===== config.mk =====
export PLATFORM = sky130hd
export DESIGN_NAME = http_chunked_body_decoder_unit
export DESIGN_NICKNAME = d
export VERILOG_FILES = /design/src/design/hcbd_pkg.sv /design/src/design/hcbd_step.sv /design/src/design/http_chunked_body_decoder_unit.sv
export VERILOG_INCLUDE_DIRS = /design/src /design/src/design
export SDC_FILE = /design/constraint.sdc
export NUM_CORES = 1
export LEC_CHECK = 0
export BUFFER_PORTS_ARGS = -buffer_cell sky130_fd_sc_hd__buf_4
export CORE_UTILIZATION = 57
export DETAILED_ROUTE_END_ITERATION = 7
export PLACE_DENSITY = 0.82
export SLEW_MARGIN = 20
export SYNTH_ARGS = -nofsm -noshare
export SYNTH_HDL_FRONTEND = slang
export SYNTH_SLANG_ARGS = --single-unit

===== constraint.sdc =====
create_clock -name clk -period 3.1 [get_ports clk]
set_clock_uncertainty 0.05 [all_clocks]
set_input_delay 0.155 -clock clk [delete_from_list [all_inputs] [get_ports clk]]
set_output_delay 0.155 -clock clk [all_outputs]
set_load 0.01 [all_outputs]

===== src/design/http_chunked_body_decoder_unit_defines.svh =====
// assertion macros shared by the chunked body decoder
`ifndef HTTP_CHUNKED_BODY_DECODER_UNIT_DEFINES_SVH
`define HTTP_CHUNKED_BODY_DECODER_UNIT_DEFINES_SVH

// same-cycle implication, checked outside reset
`define HCBD_ASSERT_NOW(label, clk, rst_n, ante, cons, msg) \
  label: assert property (@(posedge clk) disable iff (!rst_n) (ante) |-> (cons)) \
    else $error(msg);

// next-cycle implication, checked outside reset
`define HCBD_ASSERT_NEXT(label, clk, rst_n, ante, cons, msg) \
  label: assert property (@(posedge clk) disable iff (!rst_n) (ante) |=> (cons)) \
    else $error(msg);

`endif


===== src/design/hcbd_pkg.sv =====
// shared types, codes and helpers for the chunked body decoder
package hcbd_pkg;

  localparam int SIZE_BITS = 32;

  localparam logic [1:0] KIND_DATA = 2'd0;
  localparam logic [1:0] KIND_END  = 2'd1;
  localparam logic [1:0] KIND_ERR  = 2'd2;

  localparam logic [1:0] CAUSE_NO_DIGITS = 2'd0;
  localparam logic [1:0] CAUSE_BAD_CHAR  = 2'd1;
  localparam logic [1:0] CAUSE_OVERFLOW  = 2'd2;

  localparam logic [7:0] CH_CR   = 8'h0D;
  localparam logic [7:0] CH_TAB  = 8'h09;
  localparam logic [7:0] CH_SP   = 8'h20;
  localparam logic [7:0] CH_SEMI = 8'h3B;

  typedef struct packed {
    logic       valid;
    logic [7:0] data;
    logic [1:0] kind;
    logic [1:0] cause;
  } step_res_t;

  typedef struct packed {
    logic       ok;
    logic [3:0] val;
  } hex_t;

  function automatic hex_t hex_decode(input logic [7:0] c);
    hex_t h;
    h.ok  = 1'b1;
    h.val = 4'd0;
    if (c >= 8'h30 && c <= 8'h39) begin
      h.val = 4'(c - 8'h30);
    end else if (c >= 8'h61 && c <= 8'h66) begin
      h.val = 4'(c - 8'h61 + 8'd10);
    end else if (c >= 8'h41 && c <= 8'h46) begin
      h.val = 4'(c - 8'h41 + 8'd10);
    end else begin
      h.ok = 1'b0;
    end
    return h;
  endfunction

endpackage


===== src/design/hcbd_step.sv =====
// chunk framing state machine: one byte per step
module hcbd_step (
  input  logic                  clk,
  input  logic                  rst_n,
  input  logic                  step_en,
  input  logic [7:0]            step_byte,
  output hcbd_pkg::step_res_t   step_res
);

  typedef enum logic [2:0] {
    PH_SIZE, PH_EXT, PH_LF, PH_DATA, PH_SKIP, PH_DONE, PH_ERR
  } phase_t;

  phase_t                         phase_r, phase_nxt;
  logic [hcbd_pkg::SIZE_BITS-1:0] acc_r, acc_nxt;
  logic [hcbd_pkg::SIZE_BITS-1:0] rem_r, rem_nxt;
  logic                           seen_r, seen_nxt;
  logic [1:0]                     skip_r, skip_nxt;
  logic [1:0]                     cause_r, cause_nxt;
  hcbd_pkg::hex_t                 hx;

  always_comb begin
    hx        = hcbd_pkg::hex_decode(step_byte);
    phase_nxt = phase_r;
    acc_nxt   = acc_r;
    rem_nxt   = rem_r;
    seen_nxt  = seen_r;
    skip_nxt  = skip_r;
    cause_nxt = cause_r;
    step_res  = '0;
    unique case (phase_r)
      PH_SIZE: begin
        if (hx.ok) begin
          if (acc_r[hcbd_pkg::SIZE_BITS-1 -: 4] != 4'd0) begin
            phase_nxt      = PH_ERR;
            cause_nxt      = hcbd_pkg::CAUSE_OVERFLOW;
            step_res.valid = 1'b1;
            step_res.kind  = hcbd_pkg::KIND_ERR;
            step_res.cause = hcbd_pkg::CAUSE_OVERFLOW;
          end else begin
            acc_nxt  = {acc_r[hcbd_pkg::SIZE_BITS-5:0], hx.val};
            seen_nxt = 1'b1;
          end
        end else if (!seen_r) begin
          phase_nxt      = PH_ERR;
          cause_nxt      = hcbd_pkg::CAUSE_NO_DIGITS;
          step_res.valid = 1'b1;
          step_res.kind  = hcbd_pkg::KIND_ERR;
          step_res.cause = hcbd_pkg::CAUSE_NO_DIGITS;
        end else if (step_byte == hcbd_pkg::CH_CR) begin
          phase_nxt = PH_LF;
        end else if (step_byte == hcbd_pkg::CH_SEMI || step_byte == hcbd_pkg::CH_SP ||
                     step_byte == hcbd_pkg::CH_TAB) begin
          phase_nxt = PH_EXT;
        end else begin
          phase_nxt      = PH_ERR;
          cause_nxt      = hcbd_pkg::CAUSE_BAD_CHAR;
          step_res.valid = 1'b1;
          step_res.kind  = hcbd_pkg::KIND_ERR;
          step_res.cause = hcbd_pkg::CAUSE_BAD_CHAR;
        end
      end
      PH_EXT: begin
        if (step_byte == hcbd_pkg::CH_CR) begin
          phase_nxt = PH_LF;
        end
      end
      PH_LF: begin
        if (acc_r == '0) begin
          phase_nxt      = PH_DONE;
          step_res.valid = 1'b1;
          step_res.kind  = hcbd_pkg::KIND_END;
        end else begin
          rem_nxt   = acc_r;
          phase_nxt = PH_DATA;
        end
      end
      PH_DATA: begin
        rem_nxt = rem_r - hcbd_pkg::SIZE_BITS'(1);
        // last payload byte of this chunk: skip the trailing crlf
        if (rem_r == hcbd_pkg::SIZE_BITS'(1)) begin
          phase_nxt = PH_SKIP;
          skip_nxt  = 2'd2;
        end
        step_res.valid = 1'b1;
        step_res.data  = step_byte;
        step_res.kind  = hcbd_pkg::KIND_DATA;
      end
      PH_SKIP: begin
        skip_nxt = skip_r - 2'd1;
        if (skip_r == 2'd1) begin
          phase_nxt = PH_SIZE;
          acc_nxt   = '0;
          seen_nxt  = 1'b0;
        end
      end
      PH_DONE: begin
        step_res.valid = 1'b1;
        step_res.kind  = hcbd_pkg::KIND_END;
      end
      PH_ERR: begin
        step_res.valid = 1'b1;
        step_res.kind  = hcbd_pkg::KIND_ERR;
        step_res.cause = cause_r;
      end
      default: begin
        phase_nxt = PH_ERR;
      end
    endcase
  end

  always_ff @(posedge clk) begin
    if (!rst_n) begin
      phase_r <= PH_SIZE;
      acc_r   <= '0;
      rem_r   <= '0;
      seen_r  <= 1'b0;
      skip_r  <= 2'd0;
      cause_r <= 2'd0;
    end else if (step_en) begin
      phase_r <= phase_nxt;
      acc_r   <= acc_nxt;
      rem_r   <= rem_nxt;
      seen_r  <= seen_nxt;
      skip_r  <= skip_nxt;
      cause_r <= cause_nxt;
    end
  end

endmodule


===== src/design/http_chunked_body_decoder_unit.sv =====
// top level of the http chunked body decoder
//
//   channel | direction | ports                                    | moves
//   in      | sink      | in_valid, in_ready, in_body_byte         | one raw body byte per item
//   out     | source    | out_valid, out_ready, out_byte, out_kind, | one decoded item (payload,
//           |           | out_error_cause                          | end of body or error)
//
// one byte per cycle sustained while the output is not stalled; a byte is taken into the input
// register when accepted, then its framing step writes the result register once that is free or being emptied
// a byte that yields nothing (size digits, extension, crlf) leaves no output item
// synchronous active-low reset returns the parser to the size digits phase
// a stalled output holds the input register; in_ready stays high while that register is empty
// or can move forward in the same cycle
`include "http_chunked_body_decoder_unit_defines.svh"

module http_chunked_body_decoder_unit (
  input  logic       clk,
  input  logic       rst_n,
  input  logic       in_valid,
  output logic       in_ready,
  input  logic [7:0] in_body_byte,
  output logic       out_valid,
  input  logic       out_ready,
  output logic [7:0] out_byte,
  output logic [1:0] out_kind,
  output logic [1:0] out_error_cause
);

  // input register stage
  logic       s1_valid_r, s1_valid_nxt;
  logic [7:0] s1_byte_r;

  // result register stage
  logic       out_valid_r, out_valid_nxt;
  logic [7:0] out_byte_r;
  logic [1:0] out_kind_r;
  logic [1:0] out_cause_r;

  logic                s1_adv;
  logic                in_fire;
  hcbd_pkg::step_res_t res;

  // the held byte moves on when the result slot is free or being emptied
  assign s1_adv   = s1_valid_r && (!out_valid_r || out_ready);
  assign in_ready = !s1_valid_r || s1_adv;
  assign in_fire  = in_valid && in_ready;

  // framing state only advances when the byte actually leaves stage one
  hcbd_step u_step (
    .clk       (clk),
    .rst_n     (rst_n),
    .step_en   (s1_adv),
    .step_byte (s1_byte_r),
    .step_res  (res)
  );

  always_comb begin
    if (in_fire) begin
      s1_valid_nxt = 1'b1;
    end else if (s1_adv) begin
      s1_valid_nxt = 1'b0;
    end else begin
      s1_valid_nxt = s1_valid_r;
    end

    // a silent byte leaves the slot empty once the old item is taken
    if (s1_adv) begin
      out_valid_nxt = res.valid;
    end else if (out_ready) begin
      out_valid_nxt = 1'b0;
    end else begin
      out_valid_nxt = out_valid_r;
    end
  end

  always_ff @(posedge clk) begin
    if (!rst_n) begin
      s1_valid_r  <= 1'b0;
      out_valid_r <= 1'b0;
    end else begin
      s1_valid_r  <= s1_valid_nxt;
      out_valid_r <= out_valid_nxt;
    end
  end

  // payload registers, no reset needed
  always_ff @(posedge clk) begin
    if (in_fire) begin
      s1_byte_r <= in_body_byte;
    end
    if (s1_adv) begin
      out_byte_r  <= res.data;
      out_kind_r  <= res.kind;
      out_cause_r <= res.cause;
    end
  end

  assign out_valid       = out_valid_r;
  assign out_byte        = out_byte_r;
  assign out_kind        = out_kind_r;
  assign out_error_cause = out_cause_r;

  // ready only drops while a byte is parked in stage one
  `HCBD_ASSERT_NOW(a_ready_low_holds, clk, rst_n, !in_ready, s1_valid_r,
                   "in_ready low with empty stage")
  // a stalled result with a parked byte keeps that byte
  `HCBD_ASSERT_NEXT(a_stall_keeps_s1, clk, rst_n, s1_valid_r && out_valid_r && !out_ready,
                    s1_valid_r && $stable(s1_byte_r), "stage one lost byte under stall")
  // non-payload results carry a zero byte, payload results a zero cause
  `HCBD_ASSERT_NOW(a_out_fields_clean, clk, rst_n, out_valid,
                   (out_kind == hcbd_pkg::KIND_DATA) ?
                   (out_error_cause == hcbd_pkg::CAUSE_NO_DIGITS) : (out_byte == 8'd0),
                   "result fields inconsistent")

endmodule

* After elaboration in Yosys (flattened, before gate mapping)
Cells that the tools add are included. Widths: inputs -> output; s select.
Word-level totals: flip-flop bits (word level) 94, bits in latches 0, memory bits (writable) 0, bits in read-only memories 0, bits of input ports 12, output and inout port bits 14, word-level logic and storage cells 126, memories kept 0
Operators by class: $add $sub $neg 7, multipliers 0, div/mod/pow operators 0, magnitude comparators 6, equality and inequality tests 22, shift operators 0, multiplexer cells 52, bitwise operators 1, reductions and logical operators 26
Operator list (number):
- $mux 32 | 4
- $pmux 32 s2 | 2
- $eq 32x1->1 const B | 1
- $logic_not 32->1 | 1
- $mux 4 | 8
- $sub 32x1->32 const B | 1
- $mux 3 | 9
- $pmux 3 s6 | 1
- $mux 1 | 17
- $eq 8x4->1 const B | 2
- $eq 8x6->1 const B | 2
- $ge 8x7->1 const B | 2
- $le 8x7->1 const B | 2
- $mux 2 | 6
- $sub 4x1->4 const B | 3
- $reduce_and 5->1 | 2
- $reduce_bool 2->1 | 5
- $eq 3x3->1 const B | 3
- $ne 3x3->1 const B | 3
- $add 4x4->4 const B | 2
- $ge 8x6->1 const B | 1
- $le 8x6->1 const B | 1
- $ne 2x1->1 const B | 4
- $pmux 2 s2 | 2
- 18 further kinds | 30

* Longest topological paths before layout
Gate-level depths: netlist (run 1).
depth after elaboration 9, mapped depth 9, gate-level depth less buffers 8

* Cells and area by module
Synthesis (run 1) repeated with hierarchy kept, for this count alone.
Second synthesis, totals: cell total of the unflattened synthesis 531, area, all modules 4807.1 sq um
Modules (own cells, without submodules):
- hcbd_step | times used 1, cells an instance 501, area an instance 4098.9 sq um
- http_chunked_body_decoder_unit | times used 1, cells an instance 30, area an instance 708.2 sq um

* Worst setup path before layout (run 1)
Ideal clock, no wire load.
path kind flip-flop to flip-flop, start point reg s1_byte_r[0], end point reg u_step.phase_r[2], library setup time 119 ps, arrival time 2296 ps, data required time 2931 ps, slack 636 ps, stages on the path, launching flop included 9, path buffers 0, period minus slack after synthesis 2464 ps, cell sequence edfxtp_1 inv_1 ha_1 or3b_2 and4_1 o211ai_1 o21ai_0 or2_1 o221a_2
Between the ends: cells in the longest elaborated chain, start to end 8, elaborated cells on any way between the ends 26
RTL lines:
- start: declaration | RTL line http_chunked_body_decoder_unit.sv:31 | logic [7:0] s1_byte_r;
- start signal: assignment | RTL line http_chunked_body_decoder_unit.sv:89 | s1_byte_r <= in_body_byte;
- parallel branches: the longest is 8 deep, another holds $ge 8x7->1
- end signal: assignment | RTL line hcbd_step.sv:121 | phase_r <= phase_nxt;
- end: declaration | RTL line hcbd_step.sv:14 | phase_t phase_r, phase_nxt;
Several ways; the timed one is not identified. A chain may end at the register's enable or synchronous reset.

* Worst setup path after layout (run 1)
Ends and elaborated chain as after synthesis.

==> flow_summary.toml, run 1 <==
[run_status]
status = "complete, no violations"

[floorplanning]
die_area_um2 = 8600
die_h_um = 92.8
io_pins = 26
fp.coreArea_um2 = 7850
start_util = 0.598
die_w_um = 92.8
rows = 32

[placed_design]
dp_slack_ps = 360
place_congestion = 0.837
dp_hpwl_um = 8040
placedCellCount = 659
port_buffers = 25

[cts]
cts_root_buffer = "clkbuf_8"
cts.path.max_buffers = 2
cts.htree.levels = 3
cts_resized = 0
clk_latency_ps = 370
clock-sinks = 94
cts-buffers-inserted = 9
clk_pin_slew_ps = 100
cts_tree = "done"

[global_route]
grt_pass1_wl_um = 20500
grt_util_all_layers = 0.300
antenna_found_initial = 0
grt-ovfl-total = 0
grt_start_max_net_pins = 35
grt_pass1_vias = 4181

[flow_run]
drv_cap = 0

[setup_path]
crit_path_end_kind = "register"
worstPathMaxFanout = 6
worst_ep_required_time_ps = 3320
arrival_ps = 3010
crit_path_start_kind = "register"
worst-setup-path-type = "register to register"

[yosys]
yosysWarnings = 0
synth-edff-count = 20
ys_ff_latch = 94
synth_ff_type = "dfxtp_1"
ys_seq_area_frac = 0.443
syn_avg_cell_area_um2 = 8.44
yosysMostFrequentCell = "nor2_1"
synth_top_area_cell = "dfxtp_1"
ys_top_cells_by_area = "dfxtp_1, edfxtp_1, nor2_1, a22oi_1, o21ai_0"
synth_cells = 556
yosys-top-cells-count = "nor2_1, dfxtp_1, o21ai_0"
synth_top_area_frac = 0.316
synth_cell_types = 62
syn_nets = 574
synthArstFlopShare = 0
netlist_area_um2 = 4690

[final_layout]
syn2layout_area_growth_pct = 12.5
final_nets = 595
drive_gt1_frac = 0.125
fillers = 628
antenna_cells = 0
final_cells = 684
utilization = 0.673

[timing]
finalMaxSlewViolations = 0
finalCritPeriodShare = 0.899
worstMarginPinSlew_ps = 880
rsz0062_at_grt = "false"
timing.fmax_mhz = 359
slew_headroom = 0.412
min_period_ps = 2790
finalSetupTns_ps = 0
finalSetupViolCount = 0
finalHoldViolations = 0
layout_setup_ws_ps = 312

[routing]
wl_um = 12000
vias_per_cell = 6.55
drt_iter0_drc = 521
drcViolationCount = 0
wl_per_cell_um = 17.6
num_vias = 4482
drtAntennaViolNets = 0
drt-pass1-iter-count = 6

[worst_hold_path]
hold_path_class = "input pin to register"

[power]
leakage_nw = 1.89
power.density_nw_per_um2 = 444
max-vdd-ir-drop_uv = 250
## metrics by stage
step                      power, mW  hold slack [ps]  area [µm²]
final                          2.34              121        5280
after floorplan                1.42              204        4690
after global routing           2.42              125        5280
after CTS                      2.34              105        5280
after global placement         1.47              283        4980
after detailed placement       1.48              284        4980
## report_power, final
| group | internal (mW) | switching (mW) | total [mW] | leakage, nW |
|---|---|---|---|---|
| registers | 1.27 | 0.0281 | 1.30 | 0.792 |
| clock network | 0.447 | 0.435 | 0.882 | 0.0950 |
| logic | 0.0682 | 0.0985 | 0.167 | 1.01 |
| total | 1.78 | 0.561 | 2.34 | 1.89 |
## layer usage
metal,wire [µm],global-route usage
met4,265,0.131
met3,912,0.0468
met2,5510,0.472
met1,5350,0.409
met5,0,0
## final timing paths
kind                                  startpoint                end  slack [ps]  cells after the start
worst max-delay path                s1_byte_r[0]  u_step.phase_r[2]         310                      8
worst min-delay path                   out_ready         s1_valid_r         120                      4
worst max register to register      s1_byte_r[0]  u_step.phase_r[2]         310                      8
worst min register to register  u_step.rem_r[11]   u_step.rem_r[11]         430                      2
## worst max-delay path: stages, from the launching register on
cell	delay, ps
edfxtp_1	460
inv_1	150
ha_1	200
or3b_2	440
and4_1	270
o211ai_1	300
o21ai_0	240
or2_1	300
o221a_2	290
## cell usage in the layout (no fill, tap or decap), drive strengths merged, types with 3 or more instances in the layout
master       instances
o41ai                4
o221a                4
or3                  6
and3                 9
nand3               12
a22oi               34
a311oi               3
clkinvlp             4
nand2b               5
nor2                77
inv                 15
edfxtp              20
nor3b                4
ha                   6
nand3b               4
dlygate4sd3          9
nor2b                5
o221ai               4
a31oi                9
nor3                12
o21ai               48
or2                  3
nor4                20
a21oi               42
nand2               37
and2                 5
buf                 39
clkbuf               9
a211oi               7
nand4                7
o211ai               3
or4                  8
dfxtp               74
a21o                 3
## timing repair
| action | in CTS | in global routing |
|---|---|---|
| hold buffers | 9 | 0 |
| setup buffers | 0 | 0 |
| endpoints found under the hold margin | 9 | 0 |
## registers in the layout (all words and copies together), names as in the netlist, 2 cells and up
name             cells
u_step.phase_r       3
out_error_cause      2
u_step.cause_r       2
u_step.skip_r        2
u_step.rem_r        32
s1_byte_r            8
out_byte             8
out_kind             2
u_step.acc_r        32
## cell families after synthesis
family / synth area share
simple gates: 0.245
compound gates: 0.245
flops: 0.443
buf+inv: 0.0434
fa+ha+maj: 0.0160
xor+xnor: 0.00746
## layout make-up
cell class / instances / area [µm²] / area share
clock buffer: 9 / 124 / 0.0234
clock inverter: 7 / 88.8 / 0.0168
inverter: 15 / 56.3 / 0.0107
multi-input combinational: 409 / 2420 / 0.458
sequential: 94 / 2080 / 0.394
tap: 102 / 128 / 0.0242
timing repair buffer: 48 / 383 / 0.0725
Note: power is estimated with default switching activity, not from simulation.
==> run 2: changes to the inputs <==
- clock period: 3.1 -> 2.84 ns (I/O delays scaled with it)
==> run 2 against run 1 <==
  * Total power increased by 19%
  * Combinational power increased by 21%
  * Die area unchanged
  * Final cell count increased by 1.0%
  * Worst hold slack got worse by 20 ps
  * Clock power increased by 34%
  * Sequential share of layout area decreased by 1.1 points
  * Non-clock buffer count increased by 7
  * Sequential power increased by 8%
  * Via count increased by 2.2%
==> flow_summary.toml, run 2 (synthesis results as in run 1) <==
[routing]
vias_per_cell = 6.63
wl_um = 12600
drt-pass1-iter-count = 7
drcViolationCount = 0
num_vias = 4579
drtAntennaViolNets = 0
wl_per_cell_um = 18.3
drt_iter0_drc = 455

[global_route]
grt_util_all_layers = 0.307
antenna_found_initial = 0
grt_pass1_wl_um = 20800
grt_start_max_net_pins = 40
grt_pass1_vias = 4327
grt-ovfl-total = 0

[setup_path]
worstReg2RegEnd = "u_step.acc_r[29]"
rr_startpoint = "s1_byte_r[1]"
worstPathMaxFanout = 33
crit_path_start_kind = "register"
arrival_ps = 3000
reg2regPathDepth = 10
worst-setup-path-type = "register to register"
worst_ep_required_time_ps = 3100
reg2reg_slack_ps = 90
crit_path_end_kind = "register"

[final_layout]
biggestRegsByFlops = "u_step.acc_r (32), u_step.rem_r (32)"
final_nets = 602
antenna_cells = 0
final_cells = 691
utilization = 0.692
final_area_um2 = 5430
drive_gt1_frac = 0.141
final_common_cell = "nor2_1"
syn2layout_area_growth_pct = 15.7
layout_common_cells = "nor2_1, dfxtp_1, o21ai_0"

[power]
p_int_mw = 2.14
p_seq_frac = 0.505
max-vdd-ir-drop_uv = 312
power.switching_uw = 648
finalPower_mw = 2.79
power.density_nw_per_um2 = 514
swShare = 0.232
leakage_nw = 1.98
clkPwrFrac = 0.423
power_frac_comb = 0.072

[floorplanning]
rows = 32
die_w_um = 92.8
die_area_um2 = 8600
io_pins = 26
start_util = 0.598
die_h_um = 92.8
fp.coreArea_um2 = 7850

[cts]
clk_latency_ps = 370
cts-buffers-inserted = 9
cts_tree = "done"
clk_pin_slew_ps = 100
cts_root_buffer = "clkbuf_8"
clock-sinks = 94
cts.htree.levels = 3
cts.path.max_buffers = 2

[flow_run]
drv_cap = 0

[timing]
worstMarginPinSlew_ps = 641
timing.fmax_mhz = 364
min_period_ps = 2750
slew_headroom = 0.572
finalHoldViolations = 0
finalSetupViolCount = 0
finalSetupTns_ps = 0
finalCritPeriodShare = 0.967
hold_slack_ps = 101
layout_setup_ws_ps = 93.0
finalMaxSlewViolations = 0

[placed_design]
place_congestion = 0.878
dp_slack_ps = 113
dp_hpwl_um = 8300
port_buffers = 25
placedCellCount = 665
place_area_um2 = 5060

[worst_hold_path]
min_from = "rst_n"
min_path_cells = 2
whs_endpoint = "u_step.phase_r[2]"
hold_path_class = "input pin to register"

[run_status]
status = "complete, no violations"
[run 2: changes by cell type in the layout (fill, tap and decap cells not counted), moves of 2 or more]
cell	previous run	this run
buf_4	39	43
clkinvlp_2	2	0
buf_12	0	3
bufinv_16	2	4
[run 2: worst max-delay path by stage]
stage                 startpoint                 to  slack, ps  cells after the start
CTS                 s1_byte_r[0]  u_step.phase_r[2]         60                      8
global placement    s1_byte_r[0]  u_step.phase_r[2]        230                      8
global route        s1_byte_r[1]    u_step.acc_r[0]        -30                     10
detailed placement  s1_byte_r[0]  u_step.phase_r[2]        110                      8
finish              s1_byte_r[1]   u_step.acc_r[29]         90                     10
floorplan           s1_byte_r[0]  u_step.phase_r[2]        380                      8
[run 2: critical path, cell delays in order (launching register included)]
cell      delay, ps
edfxtp_1        430
inv_1           140
ha_1            220
or3b_2          450
and4_1          270
o211ai_1        370
buf_4           180
a21o_1          150
buf_12          190
a22oi_1         100
nor2_1          110
[run 2: cell type report]
class	instances	area, µm²
inverters	15	56.3
fillers	611	2410
clock inverters	7	145
flip-flops and latches	94	2080
well taps	102	128
repair buffers	55	473
multi-input cells	409	2420
clock buffers	9	124
[run 2: what timing repair did]
item | 4_1_cts | 5_1_grt
endpoints found under the setup margin | 0 | 3
setup buffers | 0 | 1
gates resized for setup | 0 | 3
endpoints found under the hold margin | 9 | 0
hold buffers | 9 | 0
[run 2: layer usage]
layer / global-route usage / share of wire / vias up
met3: 0.0558 / 0.081 / 31
met4: 0.147 / 0.026 / 0
li1: - / - / 2131
met5: 0 / 0 / -
met2: 0.475 / 0.46 / 243
met1: 0.413 / 0.43 / 2174
[run 2: power groups by stage]
stage / logic [mW] / clock network [mW] / registers (mW)
after floorplan: 0.121 / 0 / 1.43
after global placement: 0.175 / 0 / 1.44
after detailed placement: 0.182 / 0 / 1.44
after CTS: 0.194 / 1.18 / 1.41
after global routing: 0.215 / 1.25 / 1.41
final: 0.202 / 1.18 / 1.41
